## src/brfp_pkg.sv

```systemverilog
package brfp_pkg;

	localparam int DEPTH = 256;
	localparam int IDX_W = $clog2(DEPTH);
	localparam int CW = (IDX_W + 1 > 9) ? IDX_W + 1 : 9;

	localparam int MODE_W = 3;
	localparam int BYTE_W = 8;
	localparam int IN_TDATA_W = 24;
	localparam int OUT_TDATA_W = 40;

	localparam logic [MODE_W-1:0] MODE_PUT   = 3'd0;
	localparam logic [MODE_W-1:0] MODE_GET   = 3'd1;
	localparam logic [MODE_W-1:0] MODE_PEEK  = 3'd2;
	localparam logic [MODE_W-1:0] MODE_SKIP  = 3'd3;
	localparam logic [MODE_W-1:0] MODE_FLUSH = 3'd4;
	localparam logic [MODE_W-1:0] MODE_QUERY = 3'd5;

	typedef struct packed {
		logic load;
		logic calc;
		logic commit;
	} cmd_t;

	typedef struct packed {
		logic out_free;
	} stat_t;

endpackage

```

## src/byte_ring_fifo_with_peek_top.sv

```systemverilog
// byte fifo on a power-of-two ring, one slot kept empty (holds DEPTH-1 bytes)
// input channel s_axis: one transfer is one operation; tuser carries the mode
// (put, get, peek, skip, flush, contiguous query), tdata the byte and arguments
// output channel m_axis: exactly one result transfer per input transfer, in order
// the result is worked out in the calc step and written into the output register in
// the write-back step, which waits until the output register is free
// a new operation is taken only after the last one has gone through the
// read-then-commit sequence around the single ring ram read port
// the input is taken again while a finished result still waits in the output
// register; if the receiver stalls, the next operation waits in its last step
// and s_axis_tready stays low until the output register frees up
// reset clears head, tail, the controller state and the output valid flag;
// ring contents stay undefined and are never read before being written
module byte_ring_fifo_with_peek_top (
	input  logic        clk,
	input  logic        arst_n,
	input  logic        s_axis_tvalid,
	output logic        s_axis_tready,
	input  logic [23:0] s_axis_tdata,  // data_in, offset, length
	input  logic [2:0]  s_axis_tuser,  // mode
	output logic        m_axis_tvalid,
	input  logic        m_axis_tready,
	output logic [39:0] m_axis_tdata   // ok, data_out, count, fill_level, free_space,
	                                   // is_empty, is_full, zero pad
);

	brfp_pkg::cmd_t  cmd;
	brfp_pkg::stat_t stat;

	brfp_ctrl u_ctrl (
		.clk     (clk),
		.arst_n  (arst_n),
		.in_valid(s_axis_tvalid),
		.in_ready(s_axis_tready),
		.stat    (stat),
		.cmd     (cmd)
	);

	brfp_dp u_dp (
		.clk      (clk),
		.arst_n   (arst_n),
		.cmd      (cmd),
		.stat     (stat),
		.in_mode  (s_axis_tuser),
		.in_data  (s_axis_tdata),
		.out_valid(m_axis_tvalid),
		.out_ready(m_axis_tready),
		.out_data (m_axis_tdata)
	);

	a_one_at_a_time: assert property (@(posedge clk) disable iff (!arst_n)
		s_axis_tvalid && s_axis_tready |=> !s_axis_tready)
		else $error("input taken while an operation is in flight");

	a_no_instant_result: assert property (@(posedge clk) disable iff (!arst_n)
		s_axis_tvalid && s_axis_tready |=> !$rose(m_axis_tvalid))
		else $error("result appeared one cycle after input transfer");

	a_empty_full: assert property (@(posedge clk) disable iff (!arst_n)
		m_axis_tvalid |-> !(m_axis_tdata[33] && m_axis_tdata[34]))
		else $error("ring reported empty and full at once");

	a_fail_no_data: assert property (@(posedge clk) disable iff (!arst_n)
		m_axis_tvalid && !m_axis_tdata[0] |-> m_axis_tdata[8:1] == 8'd0)
		else $error("failed operation returned data");

endmodule

```

## src/brfp_ram.sv

```systemverilog
module brfp_ram #(
	parameter int WIDTH = 8,
	parameter int DEPTH = 256
) (
	input  logic                     clk,
	input  logic                     we,
	input  logic [$clog2(DEPTH)-1:0] waddr,
	input  logic [WIDTH-1:0]         wdata,
	input  logic [$clog2(DEPTH)-1:0] raddr,
	output logic [WIDTH-1:0]         rdata
);

	logic [WIDTH-1:0] mem_q [DEPTH];

	always_ff @(posedge clk) begin
		if (we) begin
			mem_q[waddr] <= wdata;
		end
		rdata <= mem_q[raddr];
	end

endmodule

```

## src/brfp_ctrl.sv

```systemverilog
module brfp_ctrl (
	input  logic           clk,
	input  logic           arst_n,
	input  logic           in_valid,
	output logic           in_ready,
	input  brfp_pkg::stat_t stat,
	output brfp_pkg::cmd_t  cmd
);

	localparam logic [1:0] ST_IDLE = 2'd0;
	localparam logic [1:0] ST_CALC = 2'd1;
	localparam logic [1:0] ST_WB   = 2'd2;

	logic [1:0] state_q;
	logic [1:0] state_d;

	always_comb begin
		state_d = state_q;
		cmd = '0;
		in_ready = 1'b0;
		case (state_q)
			ST_IDLE: begin
				in_ready = 1'b1;
				if (in_valid) begin
					cmd.load = 1'b1;
					state_d = ST_CALC;
				end
			end
			ST_CALC: begin
				cmd.calc = 1'b1;
				state_d = ST_WB;
			end
			ST_WB: begin
				if (stat.out_free) begin
					cmd.commit = 1'b1;
					state_d = ST_IDLE;
				end
			end
			default: begin
				state_d = ST_IDLE;
			end
		endcase
	end

	always_ff @(posedge clk or negedge arst_n) begin
		if (!arst_n) begin
			state_q <= ST_IDLE;
		end else begin
			state_q <= state_d;
		end
	end

endmodule

```

## src/brfp_dp.sv

```systemverilog
module brfp_dp (
	input  logic                               clk,
	input  logic                               arst_n,
	input  brfp_pkg::cmd_t                     cmd,
	output brfp_pkg::stat_t                    stat,
	input  logic [brfp_pkg::MODE_W-1:0]        in_mode,
	input  logic [brfp_pkg::IN_TDATA_W-1:0]    in_data,
	output logic                               out_valid,
	input  logic                               out_ready,
	output logic [brfp_pkg::OUT_TDATA_W-1:0]   out_data
);

	localparam int IW = brfp_pkg::IDX_W;
	localparam int CW = brfp_pkg::CW;
	localparam int BW = brfp_pkg::BYTE_W;

	function automatic logic [BW-1:0] sat8(input logic [CW-1:0] v);
		sat8 = (v > CW'(255)) ? BW'(255) : v[BW-1:0];
	endfunction

	logic [brfp_pkg::MODE_W-1:0] mode_q;
	logic [BW-1:0] din_q, off_q, len_q;
	logic [IW-1:0] head_q, tail_q, head_nx_q, tail_nx_q;
	logic          ok_q;
	logic [BW-1:0] cnt_q;

	logic [IW-1:0] avail, raddr, start;
	logic [CW-1:0] avail_w, off_w, len_w, clamp_w, run_w, rest_w, qcnt_w;
	logic          off_in;
	logic          ok_d;
	logic [BW-1:0] cnt_d;
	logic [IW-1:0] head_d, tail_d;
	logic [BW-1:0] rdata;
	logic          ram_we;

	logic [IW-1:0] fill_nx;
	logic [CW-1:0] free_w;
	logic          empty_nx, full_nx;
	logic [BW-1:0] dout;

	assign avail   = tail_q - head_q;
	assign avail_w = CW'(avail);
	assign off_w   = CW'(off_q);
	assign len_w   = CW'(len_q);
	assign off_in  = off_w < avail_w;
	assign start   = head_q + IW'(off_q);
	assign raddr   = (mode_q == brfp_pkg::MODE_PEEK) ? start : head_q;
	assign clamp_w = (len_w > avail_w) ? avail_w : len_w;
	assign run_w   = CW'(brfp_pkg::DEPTH) - CW'(start);
	assign rest_w  = avail_w - off_w;
	assign qcnt_w  = (run_w < rest_w) ? run_w : rest_w;

	always_comb begin
		ok_d = 1'b0;
		cnt_d = '0;
		head_d = head_q;
		tail_d = tail_q;
		case (mode_q)
			brfp_pkg::MODE_PUT: begin
				if (tail_q + IW'(1) != head_q) begin
					ok_d = 1'b1;
					tail_d = tail_q + IW'(1);
				end
			end
			brfp_pkg::MODE_GET: begin
				if (avail != '0) begin
					ok_d = 1'b1;
					head_d = head_q + IW'(1);
				end
			end
			brfp_pkg::MODE_PEEK: begin
				ok_d = off_in;
			end
			brfp_pkg::MODE_SKIP: begin
				ok_d = 1'b1;
				cnt_d = sat8(clamp_w);
				head_d = head_q + IW'(clamp_w);
			end
			brfp_pkg::MODE_FLUSH: begin
				ok_d = 1'b1;
				head_d = tail_q;
			end
			brfp_pkg::MODE_QUERY: begin
				if (off_in) begin
					ok_d = 1'b1;
					cnt_d = sat8(qcnt_w);
				end
			end
			default: begin
				ok_d = 1'b0;
			end
		endcase
	end

	always_ff @(posedge clk) begin
		if (cmd.load) begin
			mode_q <= in_mode;
			din_q  <= in_data[7:0];
			off_q  <= in_data[15:8];
			len_q  <= in_data[23:16];
		end
		if (cmd.calc) begin
			ok_q      <= ok_d;
			cnt_q     <= cnt_d;
			head_nx_q <= head_d;
			tail_nx_q <= tail_d;
		end
	end

	assign ram_we = cmd.commit && ok_q && (mode_q == brfp_pkg::MODE_PUT);

	brfp_ram #(
		.WIDTH(BW),
		.DEPTH(brfp_pkg::DEPTH)
	) u_ram (
		.clk  (clk),
		.we   (ram_we),
		.waddr(tail_q),
		.wdata(din_q),
		.raddr(raddr),
		.rdata(rdata)
	);

	assign fill_nx  = tail_nx_q - head_nx_q;
	assign free_w   = CW'(brfp_pkg::DEPTH - 1) - CW'(fill_nx);
	assign empty_nx = head_nx_q == tail_nx_q;
	assign full_nx  = (tail_nx_q + IW'(1)) == head_nx_q;
	assign dout     = (ok_q && (mode_q == brfp_pkg::MODE_GET ||
		mode_q == brfp_pkg::MODE_PEEK)) ? rdata : '0;

	assign stat.out_free = !out_valid || out_ready;

	always_ff @(posedge clk or negedge arst_n) begin
		if (!arst_n) begin
			head_q    <= '0;
			tail_q    <= '0;
			out_valid <= 1'b0;
		end else begin
			if (cmd.commit) begin
				head_q    <= head_nx_q;
				tail_q    <= tail_nx_q;
				out_valid <= 1'b1;
			end else if (out_ready) begin
				out_valid <= 1'b0;
			end
		end
	end

	always_ff @(posedge clk) begin
		if (cmd.commit) begin
			out_data <= {5'b0, full_nx, empty_nx, sat8(free_w), sat8(CW'(fill_nx)),
				cnt_q, dout, ok_q};
		end
	end

endmodule
```

## config.mk

```make
export PLATFORM = sky130hd
export DESIGN_NAME = byte_ring_fifo_with_peek_top
export DESIGN_NICKNAME = d
export VERILOG_FILES = /design/src/brfp_pkg.sv /design/src/byte_ring_fifo_with_peek_top.sv /design/src/brfp_ram.sv /design/src/brfp_ctrl.sv /design/src/brfp_dp.sv
export SDC_FILE = /design/constraint.sdc
export NUM_CORES = 2
export LEC_CHECK = 0
export ABC_AREA = 1
export ABC_CLOCK_PERIOD_IN_PS = 12600
export BUFFER_PORTS_ARGS = -buffer_cell sky130_fd_sc_hd__buf_2
export CORE_UTILIZATION = 51
export DETAILED_ROUTE_END_ITERATION = 7
export PLACE_DENSITY = 0.66
export REMOVE_ABC_BUFFERS = 1
export SYNTH_ARGS = -nofsm -noshare
export SYNTH_HDL_FRONTEND = slang
export SYNTH_SLANG_ARGS = --single-unit
```

## constraint.sdc

```tcl
create_clock -name clk -period 12.6 [get_ports clk]
set_input_delay 1.89 -clock clk [delete_from_list [all_inputs] [get_ports clk]]
set_output_delay 1.89 -clock clk [all_outputs]
set_load 0.01 [all_outputs]
```

==> reports/qor.yml <==
cts:
  hold_buffers: 0
  clockBufferDepth: 3
  worstSkewPairLatency_ns: 0.86
  cts_buffers: 212
  post_cts_buffers: 0
  cts.sinks: 2162
  ctsHtreeMaxLevel: 4
  cts_tree: "built"
  cts-resized-gates: 0
  clk_pin_slew_ns: 0.06
  cts_root_buf: "clkbuf_16"
critical_path:
  worst_r2r_path_depth: 30
  crit_top_cell: "nand2_1"
  cpPeakStageDelay_ns: 0.57
  critPathMaxFanout: 16
  rrSetupSlack_ns: 6.80
  timing.rr.end: "u_dp.head_nx_q[6]"
  endpoint_kind: "register"
  cp.required_ns: 13.16
  crit_path_start_kind: "register"
  r2r_start: "u_dp.head_q[2]"
  critPathArrivalTime_ns: 6.37
  path_class: "reg -> reg"
  cp_slowest_cell: "xnor2_1"
timing:
  fmax_mhz: 172
  setup-violations-final: 0
  finalCritPeriodShare_pct: 46.0
  relSlewSlack_pct: 2.04
  hold_viol: 0
  worst_slew_pin_slew_ns: 1.46
  rsz0062_at_grt: "no"
  min_period_ns: 5.80
  slew_violations: 0
  worst_clock_skew_ns: 0.0318
pwr:
  peakVddDrop_mv: 0.301
  p_per_area_nw_per_um2: 231
  leakage_nw: 41.5
drt:
  top_layer_used: "met5"
  route.met3.wl_um: 27600
  drc: 0
  wl_met1_um: 105000
  firstDrtPassIters: 6
  routedWlPerCell_um: 22.6
  wl_met2_um: 120000
  wl_um: 263000
  drtAntennaViolNets: 0
  drt_iter0_drc: 8331
  via_per_inst: 5.58
  vias: 64947
place:
  gp_congestion: 0.922
  io_buffer_count: 67
  dp_hpwl_um: 149000
  post_dp_cell_area_um2: 97400
  placed_cells: 11237
floorplanning:
  io_pins: 73
  initial_core_util_pct: 51.4
  coreArea_um2: 186000
  dieArea_um2: 189000
  die_h_um: 434
  die_width_um: 434
  rows: 158
cells_and_area:
  final-seq-area_um2: 64700
  stdcell_count: 11635
  fin_nets: 9067
  final_cell_mix: "nand2_1, edfxtp_1, nand3_1"
  finalInstanceArea_um2: 104000
  fillers: 15496
  syn2layout_area_growth_pct: 9.28
  drive_gt1_share_pct: 5.56
  final_common_cell: "nand2_1"
  utilization_pct: 56.1
  multi_input_area_um2: 23300
yosys:
  ys.warnings.count: 0
  yosysSeqAreaShare_pct: 67.9
  synth_edf_count: 2135
  syn_area_um2: 95400
  yosys.area.top_type: "edfxtp_1"
  ys_types: 46
  async_reset_ff_share_pct: 0.879
  syn_inst: 9095
  synth_seq_cells: 2162
  synth_flop_cell: "edfxtp_1"
  avgSynthCellArea_um2: 10.5
  synth.top_cell.area_share_pct: 67.2
  synthTopCellsByArea: "edfxtp_1, nand2_1, nand3_1"
global_routing:
  antenna_found_initial: 10
  grt_pass1_wl_um: 390000
  grtUsageTotal_pct: 27.8
  overflow: 0
  grt_max_degree: 223
  grt_pass1_vias: 61775
min_path:
  hold_depth: 0
  hold_path_end: "u_dp.out_data[12]"
  hp-class: "reg -> reg"
  hold_path_startpoint: "u_dp.cnt_q[3]"
outcome:
  status: "completed"
job:
  maxCapViolCount: 0
==> sequential cells by signal, indices dropped and copies added, names as in the netlist <==
name              count
u_dp.u_ram.mem_q   2048
u_dp.out_data        35
u_dp.cnt_q            8
u_dp.din_q            8
u_dp.head_nx_q        8
u_dp.head_q           8
u_dp.len_q            8
u_dp.off_q            8
u_dp.tail_nx_q        8
u_dp.tail_q           8
u_dp.u_ram.rdata      8
u_dp.mode_q           3
u_ctrl.state_q        2
u_dp.ok_q             1
u_dp.out_valid        1
==> critical path: cells and delay by family (launching register included) <==
family / cells / cell delay, ns
XOR/XNOR: 1 / 0.57
buffers and inverters: 4 / 0.63
AND/OR/NAND/NOR: 16 / 1.54
adder cells (fa/ha/maj): 4 / 1.43
flip-flops: 1 / 0.52
AO/OA/AOI/OAI: 5 / 0.83
==> synthesized netlist by cell type, types with 19 or more instances <==
cell and number:
dfrtp_1 19, o21ai_0 134, nand3_1 1579, clkbuf_1 90
nand3b_1 59, edfxtp_1 2135, nand2_1 2630, xor2_1 40
inv_1 1336, o211ai_1 121, o21ai_1 54, nor2_1 290
buf_4 22, ha_1 59, buf_2 375, a21oi_1 36
==> stage by stage <==
step,total power [mW],setup slack (ns),TNS (ns),hold slack [ns]
2_1_floorplan,16.2,-2.43,-19.41,0.400
3_3_place_gp,17.7,6.90,0,0.412
3_5_place_dp,17.8,6.86,0,0.405
4_1_cts,23.9,6.84,0,0.420
5_1_grt,25.2,6.26,0,0.430
6_report,24.1,6.80,0,0.423
==> cell type report <==
type | count | area share [%]
antenna | 3 | 0.00720
multi-input combinational | 5092 | 22.4
timing repair buffer | 163 | 1.16
clock inverter | 135 | 1.14
clock buffer | 259 | 5.37
tap | 2480 | 2.98
sequential | 2162 | 62.1
inverter | 1341 | 4.84
==> power by group <==
group          internal (mW)  switching [mW]
Combinational           2.47            6.99
Clock                   3.52            2.71
Sequential              8.23           0.140
Total                   14.2            9.84
==> routing by layer <==
layer  up-vias  GRT usage (%)
met2      3292           42.9
met1     31184           38.8
met4         2           11.1
met3       520           5.56
met5         -              0
li1      29949              -
==> worst max-delay path by stage <==
stage | cells after the start | slack (ns) | to | startpoint
detailed placement | 7 | 6.86 | u_dp.u_ram.mem_q[37][4] | m_axis_tready
floorplan | 12 | -2.43 | u_dp.u_ram.rdata[6] | u_dp.head_q[0]
global route | 30 | 6.26 | u_dp.head_nx_q[6] | u_dp.head_q[2]
finish | 30 | 6.80 | u_dp.head_nx_q[6] | u_dp.head_q[2]
global placement | 15 | 6.90 | u_dp.u_ram.rdata[1] | u_dp.head_q[0]
CTS | 15 | 6.84 | u_dp.u_ram.rdata[1] | u_dp.head_q[0]
==> logic make-up after synthesis <==
kind of cell,Yosys count,synth area share (%)
AO/OA/AOI/OAI,365,2.29
XOR/XNOR,49,0.450
adder cells (fa/ha/maj),64,0.879
buffers and inverters,1845,7.89
flip-flops,2162,67.9
other,1,0.00393
AND/OR/NAND/NOR,4609,20.6
Power figures use the tool's default switching activity.
